$ cat src/rtl/rwcp_pkg.sv
`default_nettype none

package rwcp_pkg;

  // Parse phases, in the order a well-formed file walks them.
  typedef enum logic [2:0] {
    PH_HEADER    = 3'd0,
    PH_FMT_HDR   = 3'd1,
    PH_FMT_SKIP  = 3'd2,
    PH_FMT_BODY  = 3'd3,
    PH_DATA_HDR  = 3'd4,
    PH_DATA_SKIP = 3'd5,
    PH_DATA      = 3'd6,
    PH_DONE      = 3'd7
  } phase_t;

  typedef enum logic [2:0] {
    ST_DATA       = 3'd0,
    ST_EMPTY      = 3'd1,
    ST_BAD_HEADER = 3'd2,
    ST_NO_FMT     = 3'd3,
    ST_NO_DATA    = 3'd4,
    ST_TRUNC      = 3'd5
  } status_t;

  localparam logic [31:0] TAG_FMT  = 32'h666D_7420;  // "fmt "
  localparam logic [31:0] TAG_DATA = 32'h6461_7461;  // "data"

  localparam logic [4:0] HDR_LAST_OFF = 5'd11;
  localparam logic [4:0] FMT_OFF_SAT  = 5'd16;

  // One request held in the input register.
  typedef struct packed {
    logic       valid;
    logic [7:0] data_byte;
    logic       last_byte;
  } item_t;

  // One result offered to the result register.
  typedef struct packed {
    logic        valid;
    status_t     status;
    logic [7:0]  audio_byte;
    logic        last_audio;
    logic [31:0] sample_rate;
    logic [15:0] channel_count;
    logic [15:0] sample_bits;
  } result_t;

  // Expected file header byte: "RIFF", four size bytes, "WAVE".
  function automatic logic [7:0] hdr_expect(input logic [3:0] off);
    logic [7:0] b;
    unique case (off)
      4'd0:       b = 8'h52;  // R
      4'd1:       b = 8'h49;  // I
      4'd2, 4'd3: b = 8'h46;  // F
      4'd8:       b = 8'h57;  // W
      4'd9:       b = 8'h41;  // A
      4'd10:      b = 8'h56;  // V
      4'd11:      b = 8'h45;  // E
      default:    b = 8'h00;
    endcase
    return b;
  endfunction

  // The RIFF size field is not checked.
  function automatic logic hdr_care(input logic [3:0] off);
    return (off < 4'd4) || (off > 4'd7);
  endfunction

endpackage

`default_nettype wire

$ cat src/rtl/rwcp_ifs.sv
`default_nettype none

interface rwcp_in_if;
  logic       valid;
  logic       ready;
  logic [7:0] data_byte;
  logic       last_byte;

  modport source (output valid, output data_byte, output last_byte, input ready);
  modport sink (input valid, input data_byte, input last_byte, output ready);
endinterface

interface rwcp_out_if;
  logic        valid;
  logic        ready;
  logic [2:0]  status;
  logic [7:0]  audio_byte;
  logic        last_audio;
  logic [31:0] sample_rate;
  logic [15:0] channel_count;
  logic [15:0] sample_bits;

  modport source (
    output valid, output status, output audio_byte, output last_audio,
    output sample_rate, output channel_count, output sample_bits, input ready
  );
  modport sink (
    input valid, input status, input audio_byte, input last_audio,
    input sample_rate, input channel_count, input sample_bits, output ready
  );
endinterface

`default_nettype wire

$ cat src/rtl/rwcp_in_stage.sv
`default_nettype none

module rwcp_in_stage (
  input  wire logic           clk,
  input  wire logic           rst_n,
  rwcp_in_if.sink             in_ch,
  input  wire logic           advance,
  output rwcp_pkg::item_t     item
);

  logic       valid_r;
  logic [7:0] data_r;
  logic       last_r;

  // Take a new request when the register is empty or the held one leaves this cycle.
  assign in_ch.ready = !valid_r || advance;

  always_ff @(posedge clk) begin
    if (!rst_n) begin
      valid_r <= 1'b0;
    end else if (in_ch.ready) begin
      valid_r <= in_ch.valid;
    end
  end

  always_ff @(posedge clk) begin
    if (in_ch.ready && in_ch.valid) begin
      data_r <= in_ch.data_byte;
      last_r <= in_ch.last_byte;
    end
  end

  assign item.valid     = valid_r;
  assign item.data_byte = data_r;
  assign item.last_byte = last_r;

endmodule

`default_nettype wire

$ cat src/rtl/rwcp_parse_core.sv
`default_nettype none

module rwcp_parse_core (
  input  wire logic           clk,
  input  wire logic           rst_n,
  input  wire rwcp_pkg::item_t item,
  input  wire logic           advance,
  output rwcp_pkg::result_t   res
);

  rwcp_pkg::phase_t phase_r, phase_nxt;
  logic [4:0]  offset_r, offset_nxt;
  logic [31:0] tag_r, tag_nxt;
  logic [31:0] len_r, len_nxt;
  logic [31:0] left_r, left_nxt;
  logic [31:0] rate_r, rate_nxt;
  logic [15:0] chan_r, chan_nxt;
  logic [15:0] bits_r, bits_nxt;

  logic        step;
  logic [7:0]  b;
  logic [3:0]  hdr_off;
  logic        hdr_bad;
  logic [2:0]  ch_off;
  logic        ch_done;
  logic [31:0] ch_tag;
  logic [31:0] ch_len;
  logic [31:0] left_dec;
  logic        left_end;
  logic        emit;
  rwcp_pkg::status_t status;
  logic [7:0]  audio;
  logic        last_a;
  logic        early_end;

  assign step = item.valid && advance;
  assign b    = item.data_byte;

  // Shared decode of the byte against the current position.
  always_comb begin
    hdr_off  = (offset_r < 5'd12) ? offset_r[3:0] : rwcp_pkg::HDR_LAST_OFF[3:0];
    hdr_bad  = rwcp_pkg::hdr_care(hdr_off) && (b != rwcp_pkg::hdr_expect(hdr_off));
    ch_off   = offset_r[2:0];
    ch_done  = (ch_off == 3'd7);
    if (ch_off[2] == 1'b0) begin
      ch_tag = {tag_r[23:0], b};
      ch_len = (ch_off == 3'd0) ? 32'd0 : len_r;
    end else begin
      ch_tag = tag_r;
      ch_len = len_r | ({24'd0, b} << {ch_off[1:0], 3'b000});
    end
    left_dec = left_r - 32'd1;
    left_end = (left_dec == 32'd0);
  end

  // Next state.
  always_comb begin
    phase_nxt  = phase_r;
    offset_nxt = offset_r;
    tag_nxt    = tag_r;
    len_nxt    = len_r;
    left_nxt   = left_r;
    unique case (phase_r)
      rwcp_pkg::PH_HEADER: begin
        if (hdr_bad) begin
          phase_nxt = rwcp_pkg::PH_DONE;
        end else if ({1'b0, hdr_off} == rwcp_pkg::HDR_LAST_OFF) begin
          offset_nxt = 5'd0;
          phase_nxt  = rwcp_pkg::PH_FMT_HDR;
        end else begin
          offset_nxt = {1'b0, hdr_off} + 5'd1;
        end
      end
      rwcp_pkg::PH_FMT_HDR, rwcp_pkg::PH_DATA_HDR: begin
        tag_nxt    = ch_tag;
        len_nxt    = ch_len;
        offset_nxt = ch_done ? 5'd0 : {2'b00, ch_off} + 5'd1;
        if (ch_done) begin
          left_nxt = ch_len;
          if (phase_r == rwcp_pkg::PH_FMT_HDR) begin
            if (ch_tag == rwcp_pkg::TAG_FMT) begin
              phase_nxt = (ch_len == 32'd0) ? rwcp_pkg::PH_DATA_HDR : rwcp_pkg::PH_FMT_BODY;
            end else if (ch_len != 32'd0) begin
              phase_nxt = rwcp_pkg::PH_FMT_SKIP;
            end
          end else begin
            if (ch_tag == rwcp_pkg::TAG_DATA) begin
              phase_nxt = (ch_len == 32'd0) ? rwcp_pkg::PH_DONE : rwcp_pkg::PH_DATA;
            end else if (ch_len != 32'd0) begin
              phase_nxt = rwcp_pkg::PH_DATA_SKIP;
            end
          end
        end
      end
      rwcp_pkg::PH_FMT_SKIP: begin
        left_nxt = left_dec;
        if (left_end) phase_nxt = rwcp_pkg::PH_FMT_HDR;
      end
      rwcp_pkg::PH_DATA_SKIP: begin
        left_nxt = left_dec;
        if (left_end) phase_nxt = rwcp_pkg::PH_DATA_HDR;
      end
      rwcp_pkg::PH_FMT_BODY: begin
        left_nxt = left_dec;
        if (offset_r < rwcp_pkg::FMT_OFF_SAT) offset_nxt = offset_r + 5'd1;
        if (left_end) begin
          offset_nxt = 5'd0;
          phase_nxt  = rwcp_pkg::PH_DATA_HDR;
        end
      end
      rwcp_pkg::PH_DATA: begin
        left_nxt = left_dec;
        if (left_end) phase_nxt = rwcp_pkg::PH_DONE;
      end
      rwcp_pkg::PH_DONE: begin
      end
      default: begin
      end
    endcase
  end

  // Format fields and result.
  always_comb begin
    rate_nxt = rate_r;
    chan_nxt = chan_r;
    bits_nxt = bits_r;
    emit     = 1'b0;
    status   = rwcp_pkg::ST_DATA;
    audio    = 8'd0;
    last_a   = 1'b0;
    unique case (phase_r)
      rwcp_pkg::PH_HEADER: begin
        if (hdr_bad) begin
          emit   = 1'b1;
          status = rwcp_pkg::ST_BAD_HEADER;
          last_a = 1'b1;
        end
      end
      rwcp_pkg::PH_FMT_HDR: begin
        if (ch_done && ch_tag == rwcp_pkg::TAG_FMT) begin
          rate_nxt = 32'd0;
          chan_nxt = 16'd0;
          bits_nxt = 16'd0;
        end
      end
      rwcp_pkg::PH_FMT_BODY: begin
        case (offset_r)
          5'd2:  chan_nxt[7:0]   = b;
          5'd3:  chan_nxt[15:8]  = b;
          5'd4:  rate_nxt[7:0]   = b;
          5'd5:  rate_nxt[15:8]  = b;
          5'd6:  rate_nxt[23:16] = b;
          5'd7:  rate_nxt[31:24] = b;
          5'd14: bits_nxt[7:0]   = b;
          5'd15: bits_nxt[15:8]  = b;
          default: begin
          end
        endcase
      end
      rwcp_pkg::PH_DATA_HDR: begin
        if (ch_done && ch_tag == rwcp_pkg::TAG_DATA && ch_len == 32'd0) begin
          emit   = 1'b1;
          status = rwcp_pkg::ST_EMPTY;
          last_a = 1'b1;
        end
      end
      rwcp_pkg::PH_DATA: begin
        emit   = 1'b1;
        audio  = b;
        last_a = left_end;
      end
      default: begin
      end
    endcase

    // End of file before the data body completes: report what is missing.
    early_end = item.last_byte && (!emit || (status == rwcp_pkg::ST_DATA && !last_a))
                && (phase_nxt != rwcp_pkg::PH_DONE);
    if (early_end) begin
      emit   = 1'b1;
      audio  = 8'd0;
      last_a = 1'b1;
      case (phase_nxt)
        rwcp_pkg::PH_HEADER:                          status = rwcp_pkg::ST_BAD_HEADER;
        rwcp_pkg::PH_FMT_HDR, rwcp_pkg::PH_FMT_SKIP:  status = rwcp_pkg::ST_NO_FMT;
        rwcp_pkg::PH_DATA:                            status = rwcp_pkg::ST_TRUNC;
        default:                                      status = rwcp_pkg::ST_NO_DATA;
      endcase
    end
  end

  assign res.valid         = step && emit;
  assign res.status        = status;
  assign res.audio_byte    = audio;
  assign res.last_audio    = last_a;
  assign res.sample_rate   = rate_nxt;
  assign res.channel_count = chan_nxt;
  assign res.sample_bits   = bits_nxt;

  // The last byte of a file rearms everything.
  always_ff @(posedge clk) begin
    if (!rst_n || (step && item.last_byte)) begin
      phase_r  <= rwcp_pkg::PH_HEADER;
      offset_r <= 5'd0;
      tag_r    <= 32'd0;
      len_r    <= 32'd0;
      left_r   <= 32'd0;
      rate_r   <= 32'd0;
      chan_r   <= 16'd0;
      bits_r   <= 16'd0;
    end else if (step) begin
      phase_r  <= phase_nxt;
      offset_r <= offset_nxt;
      tag_r    <= tag_nxt;
      len_r    <= len_nxt;
      left_r   <= left_nxt;
      rate_r   <= rate_nxt;
      chan_r   <= chan_nxt;
      bits_r   <= bits_nxt;
    end
  end

`ifndef SYNTH
  a_data_only_in_body: assert property (@(posedge clk) disable iff (!rst_n)
    (res.valid && res.status == rwcp_pkg::ST_DATA) |-> (phase_r == rwcp_pkg::PH_DATA))
    else $error("data byte emitted outside the data body");

  a_rearm_on_last: assert property (@(posedge clk) disable iff (!rst_n)
    (step && item.last_byte) |=> (phase_r == rwcp_pkg::PH_HEADER && offset_r == 5'd0))
    else $error("parser not rearmed after last byte");

  a_header_offset_range: assert property (@(posedge clk) disable iff (!rst_n)
    (phase_r == rwcp_pkg::PH_HEADER) |-> (offset_r < 5'd12))
    else $error("header offset out of range");
`endif

endmodule

`default_nettype wire

$ cat src/rtl/rwcp_out_stage.sv
`default_nettype none

module rwcp_out_stage (
  input  wire logic           clk,
  input  wire logic           rst_n,
  input  wire rwcp_pkg::result_t res,
  rwcp_out_if.source          out_ch,
  output logic                advance
);

  logic              valid_r;
  rwcp_pkg::result_t data_r;

  // Move on when the result register is empty or being drained.
  assign advance = !valid_r || out_ch.ready;

  always_ff @(posedge clk) begin
    if (!rst_n) begin
      valid_r <= 1'b0;
    end else if (advance) begin
      valid_r <= res.valid;
    end
  end

  always_ff @(posedge clk) begin
    if (advance && res.valid) begin
      data_r <= res;
    end
  end

  assign out_ch.valid         = valid_r;
  assign out_ch.status        = data_r.status;
  assign out_ch.audio_byte    = data_r.audio_byte;
  assign out_ch.last_audio    = data_r.last_audio;
  assign out_ch.sample_rate   = data_r.sample_rate;
  assign out_ch.channel_count = data_r.channel_count;
  assign out_ch.sample_bits   = data_r.sample_bits;

`ifndef SYNTH
  a_terminal_is_last: assert property (@(posedge clk) disable iff (!rst_n)
    (valid_r && data_r.status != rwcp_pkg::ST_DATA) |-> data_r.last_audio)
    else $error("terminal status without last_audio");
`endif

endmodule

`default_nettype wire

$ cat src/rtl/riff_wave_chunk_parser.sv
`default_nettype none

// RIFF/WAVE stream parser.
// in_ch carries the file one byte per request (data_byte, last_byte set on the
// final byte of the file). out_ch carries zero or one result per byte: the
// audio bytes of the "data" chunk with status 0, or one terminal status (empty
// data chunk, bad header, no fmt, no data, truncated), each tagged with the
// sample rate, channel count and bits per sample latched from the "fmt " chunk.
// last_audio marks the final data byte and every terminal status.
// A byte accepted from in_ch is held in the input register, parsed, and its
// result is held in the result register. Throughput: one byte per cycle while
// the receiver takes results, set by the combinational parse step between them.
// Header bytes, skipped chunks and bytes after the data chunk give no result.
// Reset (rst_n low, synchronous) empties both registers and returns the parser
// to the file header check; a byte with last_byte set also returns the parser
// to that check after it is parsed, so the next byte starts a new file.
// When the receiver stalls, the result register holds, the input register
// holds its byte, and in_ch.ready drops until the result is taken.
module riff_wave_chunk_parser (
  input  wire logic   clk,
  input  wire logic   rst_n,
  rwcp_in_if.sink     in_ch,
  rwcp_out_if.source  out_ch
);

  rwcp_pkg::item_t   item;
  rwcp_pkg::result_t res;
  logic              advance;

  // Hold the accepted byte until the parse step can take it.
  rwcp_in_stage u_in_stage (
    .clk     (clk),
    .rst_n   (rst_n),
    .in_ch   (in_ch),
    .advance (advance),
    .item    (item)
  );

  // Advance the chunk walk and form the result.
  rwcp_parse_core u_parse_core (
    .clk     (clk),
    .rst_n   (rst_n),
    .item    (item),
    .advance (advance),
    .res     (res)
  );

  // Register the result for the receiver.
  rwcp_out_stage u_out_stage (
    .clk     (clk),
    .rst_n   (rst_n),
    .res     (res),
    .out_ch  (out_ch),
    .advance (advance)
  );

endmodule

`default_nettype wire
$ cat src/flat_wrapper.sv
// flat-port wrapper written by rule: the top's interface ports become plain ports
module riff_wave_chunk_parser_flat 
  (clk, rst_n, in_ch_valid, in_ch_data_byte, in_ch_last_byte, in_ch_ready, out_ch_valid, out_ch_status, out_ch_audio_byte, out_ch_last_audio, out_ch_sample_rate, out_ch_channel_count, out_ch_sample_bits, out_ch_ready);
  rwcp_in_if in_ch_i ();
  rwcp_out_if out_ch_i ();
  input  wire logic clk;
  input  wire logic rst_n;
  input wire logic [$bits(in_ch_i.valid)-1:0] in_ch_valid;
  input wire logic [$bits(in_ch_i.data_byte)-1:0] in_ch_data_byte;
  input wire logic [$bits(in_ch_i.last_byte)-1:0] in_ch_last_byte;
  output wire logic [$bits(in_ch_i.ready)-1:0] in_ch_ready;
  output wire logic [$bits(out_ch_i.valid)-1:0] out_ch_valid;
  output wire logic [$bits(out_ch_i.status)-1:0] out_ch_status;
  output wire logic [$bits(out_ch_i.audio_byte)-1:0] out_ch_audio_byte;
  output wire logic [$bits(out_ch_i.last_audio)-1:0] out_ch_last_audio;
  output wire logic [$bits(out_ch_i.sample_rate)-1:0] out_ch_sample_rate;
  output wire logic [$bits(out_ch_i.channel_count)-1:0] out_ch_channel_count;
  output wire logic [$bits(out_ch_i.sample_bits)-1:0] out_ch_sample_bits;
  input wire logic [$bits(out_ch_i.ready)-1:0] out_ch_ready;
  assign in_ch_i.valid = in_ch_valid;
  assign in_ch_i.data_byte = in_ch_data_byte;
  assign in_ch_i.last_byte = in_ch_last_byte;
  assign in_ch_ready = in_ch_i.ready;
  assign out_ch_valid = out_ch_i.valid;
  assign out_ch_status = out_ch_i.status;
  assign out_ch_audio_byte = out_ch_i.audio_byte;
  assign out_ch_last_audio = out_ch_i.last_audio;
  assign out_ch_sample_rate = out_ch_i.sample_rate;
  assign out_ch_channel_count = out_ch_i.channel_count;
  assign out_ch_sample_bits = out_ch_i.sample_bits;
  assign out_ch_i.ready = out_ch_ready;
  riff_wave_chunk_parser u_core (.clk(clk), .rst_n(rst_n), .in_ch(in_ch_i), .out_ch(out_ch_i));
endmodule
$ cat config.mk
export PLATFORM = sky130hd
export DESIGN_NAME = riff_wave_chunk_parser_flat
export DESIGN_NICKNAME = d
export VERILOG_FILES = /design/src/rtl/rwcp_pkg.sv /design/src/rtl/rwcp_ifs.sv /design/src/rtl/rwcp_in_stage.sv /design/src/rtl/rwcp_parse_core.sv /design/src/rtl/rwcp_out_stage.sv /design/src/rtl/riff_wave_chunk_parser.sv /design/src/flat_wrapper.sv
export SDC_FILE = /design/constraint.sdc
export NUM_CORES = 1
export LEC_CHECK = 0
export ABC_CLOCK_PERIOD_IN_PS = 17800
export BUFFER_PORTS_ARGS = -buffer_cell sky130_fd_sc_hd__buf_4
export CAP_MARGIN = 10
export CORE_ASPECT_RATIO = 1.2
export CORE_UTILIZATION = 60
export CTS_BUF_LIST = sky130_fd_sc_hd__clkbuf_8
export DETAILED_ROUTE_END_ITERATION = 12
export PLACE_DENSITY = 0.84
export SYNTH_ARGS = -nofsm -noshare
export SYNTH_HDL_FRONTEND = slang
export SYNTH_SLANG_ARGS = --single-unit
$ cat constraint.sdc
create_clock -name clk -period 17.8 [get_ports clk]
set_input_delay 0.89 -clock clk [delete_from_list [all_inputs] [get_ports clk]]
set_output_delay 0.89 -clock clk [all_outputs]
set_load 0.1 [all_outputs]
==> results.md <==
* Iter 0 DRT Violations at 1145
* CP max-delay cell: dfxtp_1
* Yosys warning total at 0
* CTS root buffer: clkbuf_8
* DR WL/cell at 18.0 um
* Dominant synthesized flop cell: dfxtp_1
* Crit path time final at 4270 ps
* Htree depth at 2
* Maximum clock path buffer count at 3
* Clock-pin slew on the worst setup and hold paths at 60 ps
* Critical Path End: u_core.u_out_stage.out_ch.sample_bits[13]
* Status: finished, final reports clean
* Int Power at 907 uW
* Post-route DRC at 0
* WS Path Type: reg -> reg
* Worst Path Max Fanout at 76
* RSZ-0062 raised after global routing: no
* Switch share at 29.2%
* Die X at 131 um
* FF-to-FF path depth at 12
* Ant. Diodes at 0
* Detailed Route WL at 30400 um
* HPWL after detailed placement at 19200 um
* Met3 routed WL at 2200 um
* Relative slew slack at 21.7%
* Reg2Reg Launch Point: u_core.u_parse_core.offset_r[2]
* Crit path DAT at 4430 ps
* Cell count along the critical path at 12
* Worst min path class: reg -> reg
* Layout area overhead at 12.1%
* Max-slew violations at 0
* CP cell instances: a21oi_1 -> nand2_1 -> ha_1 -> or4b_2 -> o21ai_0 -> xnor2_1 -> o2111ai_1 -> o211ai_1 -> nand2_1 -> o31ai_1 -> nor2_4 -> buf_4
* Via count at 10500
* CTS Hold Buffers Added at 0
* Slew @ Worst Pin at 1170 ps
* Syn Area/Cell at 8.78 um^2
* Top delay family on crit path: compound AO/OA/AOI/OAI gates
* Commonest cells after routing, fill and taps aside: 248 x nand2_1, 170 x dfxtp_1, 165 x a21oi_1
* Max-cap violations at 0
* CTS buffer count at 40
* Starting density of the core at 61.4%
* Post-CTS Setup Inserts at 0
* Total congestion overflow at 0
* Wl on met1 at 12300 um
* Layout Nets at 1425
* Number of flops mapped to enable cells by yosys at 85
* Commonest non-fill, non-tap cell in the layout: nand2_1
* Filler instances at 1553
* Final-report hold violation count at 0
* Vias in the first global route at 9387
* Clock sinks at 255
* Top Ports at 91
* WL met2 at 14600 um
* Hold path startpoint: u_core.u_parse_core.rate_r[1]
* Pleak at 4.86 nW
* Pwr Total at 1.28 mW
* DR top layer: met4
* Total GRT Usage at 29.4%
* Seq. cell area at 5960 um^2
* CP Capture Type: flip-flop
* Clock Power Share at 37.1%
* Cell mode on critical path: nand2_1
* Setup TNS at 0 ps
* Combinational share of power at 13.7%
* Drt first pass iters at 5
* CP startpoint kind: flip-flop
* P per Cell Area at 95.1 nW/um^2
* Seq cells post-synth at 255
* Number of core rows at 56
* First-pass GRT wire length at 47600 um
* Share of layout cells above drive strength 1 at 13.5%
* R2r endpoint: u_core.u_out_stage.out_ch.sample_bits[13]
* Sequential power share at 49.1%
* Core Area at 19500 um^2
* Port Buf Inserts at 90
* CP Buf/Inv Count at 1
* Seq/Total Area, Yosys at 49.6%
* CTS tree: built
* Largest net degree at the start of global routing at 102
* F_max at 0.234 GHz
* Clk_skew at 18.2 ps
* Area of the multi-input gates at 5580 um^2
* Sw Pwr at 374 uW
* Crit-path max cell delay at 870 ps
* Final setup vio count at 0
* Mapped cell area at 12000 um^2
* Post-CTS Resized at 0
* Post-Syn Instances at 1366
* Worst path required time at 17960 ps
* VDD IR max at 0.0711 mV
* Synth unique cells at 85
* Async set-reset flop share out of synthesis at 0%
* Worst setup startpoint: u_core.u_parse_core.offset_r[2]
* Fin crit share at 24.0%
* Clock latency on the worst-skew pair at 540 ps
* Die area at 20600 um^2
* GPL Wtd Cong at 0.922
* Die Ht at 157 um
* Antenna Nets Post-Route at 0
* Vias per cell at 6.22
* Initial antenna violation count at 0
* Syn nets at 1392
* R2R setup slack at 13530 ps
* Final Util at 68.8%
per-stage QoR:
step                setup slack [ps]  hold WS [ps]  area, um^2  cells
CTS                            13530           454       13500   1691
global placement               13670           441       12700   1618
finish                         13530           456       13500   1691
global route                   13120           467       13500   1691
floorplan                      11520           432       12000   1366
detailed placement             13520           446       12700   1618
layer usage:
metal	global-route usage [%]	vias up
met2	48.6	493
met4	14.3	0
met1	37.1	4948
met3	4.83	107
li1	-	4975
met5	0	-
worst min-delay path, stage by stage, from the launching register on:
cell	delay, ps
dfxtp_1	310
nand2_1	50
a21oi_1	50
worst min path at each step:
stage,end,depth (start not counted)
final,u_core.u_parse_core.rate_r[1],2
after global routing,u_core.u_parse_core.rate_r[1],2
after CTS,u_core.u_parse_core.rate_r[1],2
after detailed placement,u_core.u_parse_core.rate_r[1],2
after global placement,u_core.u_parse_core.chan_r[8],2
after floorplan,u_core.u_parse_core.tag_r[26],2
layout make-up:
| class | count | share of cell area, % |
|---|---|---|
| clock buffer | 46 | 4.70 |
| clock inverter | 27 | 1.06 |
| inverter | 16 | 0.446 |
| multi-input combinational | 985 | 41.5 |
| sequential | 255 | 44.3 |
| tap | 261 | 2.43 |
| timing repair buffer | 101 | 5.63 |
power by group through the flow:
| stage | Clock (mW) | Sequential (mW) | Combinational, mW |
|---|---|---|---|
| after floorplan | 0 | 0.687 | 0.0885 |
| after global placement | 0 | 0.641 | 0.173 |
| after detailed placement | 0 | 0.641 | 0.174 |
| after CTS | 0.482 | 0.629 | 0.175 |
| after global routing | 0.505 | 0.630 | 0.187 |
| final | 0.475 | 0.629 | 0.176 |
flip-flops by register name, indices dropped and copies added (netlist names), 16 cells and up:
signal and flops:
u_core.u_parse_core.left_r 32, u_core.u_parse_core.bits_r 16, u_core.u_out_stage.out_ch.sample_rate 32, u_core.u_parse_core.chan_r 16, u_core.u_parse_core.len_r 32, u_core.u_parse_core.rate_r 32
u_core.u_out_stage.out_ch.channel_count 16, u_core.u_out_stage.out_ch.sample_bits 16, u_core.u_parse_core.tag_r 32
synthesized netlist by cell type (4+ instances only):
| library cell | instances | share of area (%) |
|---|---|---|
| nor4b_1 | 10 | 0.73 |
| a22oi_1 | 41 | 2.6 |
| a21oi_1 | 165 | 6.9 |
| or3_1 | 5 | 0.26 |
| edfxtp_1 | 85 | 21 |
| nand3_1 | 21 | 0.88 |
| nor4_1 | 13 | 0.68 |
| a31oi_1 | 4 | 0.21 |
| dfxtp_1 | 170 | 28 |
| o21ai_1 | 7 | 0.29 |
| a22o_1 | 66 | 4.8 |
| o22ai_1 | 11 | 0.57 |
| buf_1 | 21 | 0.66 |
| o31ai_1 | 4 | 0.25 |
| inv_1 | 16 | 0.50 |
| and2_1 | 13 | 0.68 |
| and3_1 | 9 | 0.47 |
| nand4_1 | 16 | 0.83 |
| nand2b_1 | 7 | 0.36 |
| nand3b_1 | 6 | 0.38 |
| a211oi_1 | 9 | 0.56 |
| nor3_1 | 24 | 1.0 |
| clkbuf_1 | 79 | 2.5 |
| xnor2_1 | 9 | 0.66 |
| xor2_1 | 7 | 0.51 |
| nor2_1 | 138 | 4.3 |
| a32oi_1 | 4 | 0.29 |
| ha_1 | 13 | 1.4 |
| nor2b_1 | 6 | 0.31 |
| o21ai_0 | 51 | 2.1 |
| o211ai_1 | 4 | 0.25 |
| or4_1 | 4 | 0.25 |
| nand2_1 | 249 | 7.8 |
cell families after synthesis:
logic type | after synthesis | synth area share, %
AND/OR/NAND/NOR | 552 | 21.8
AO/OA/AOI/OAI | 399 | 21.3
flip-flops | 255 | 49.6
buffers and inverters | 126 | 4.24
XOR/XNOR | 16 | 1.17
adder cells (fa/ha/maj) | 14 | 1.44
multiplexers | 4 | 0.396
Note: power is estimated with default switching activity, not from simulation.
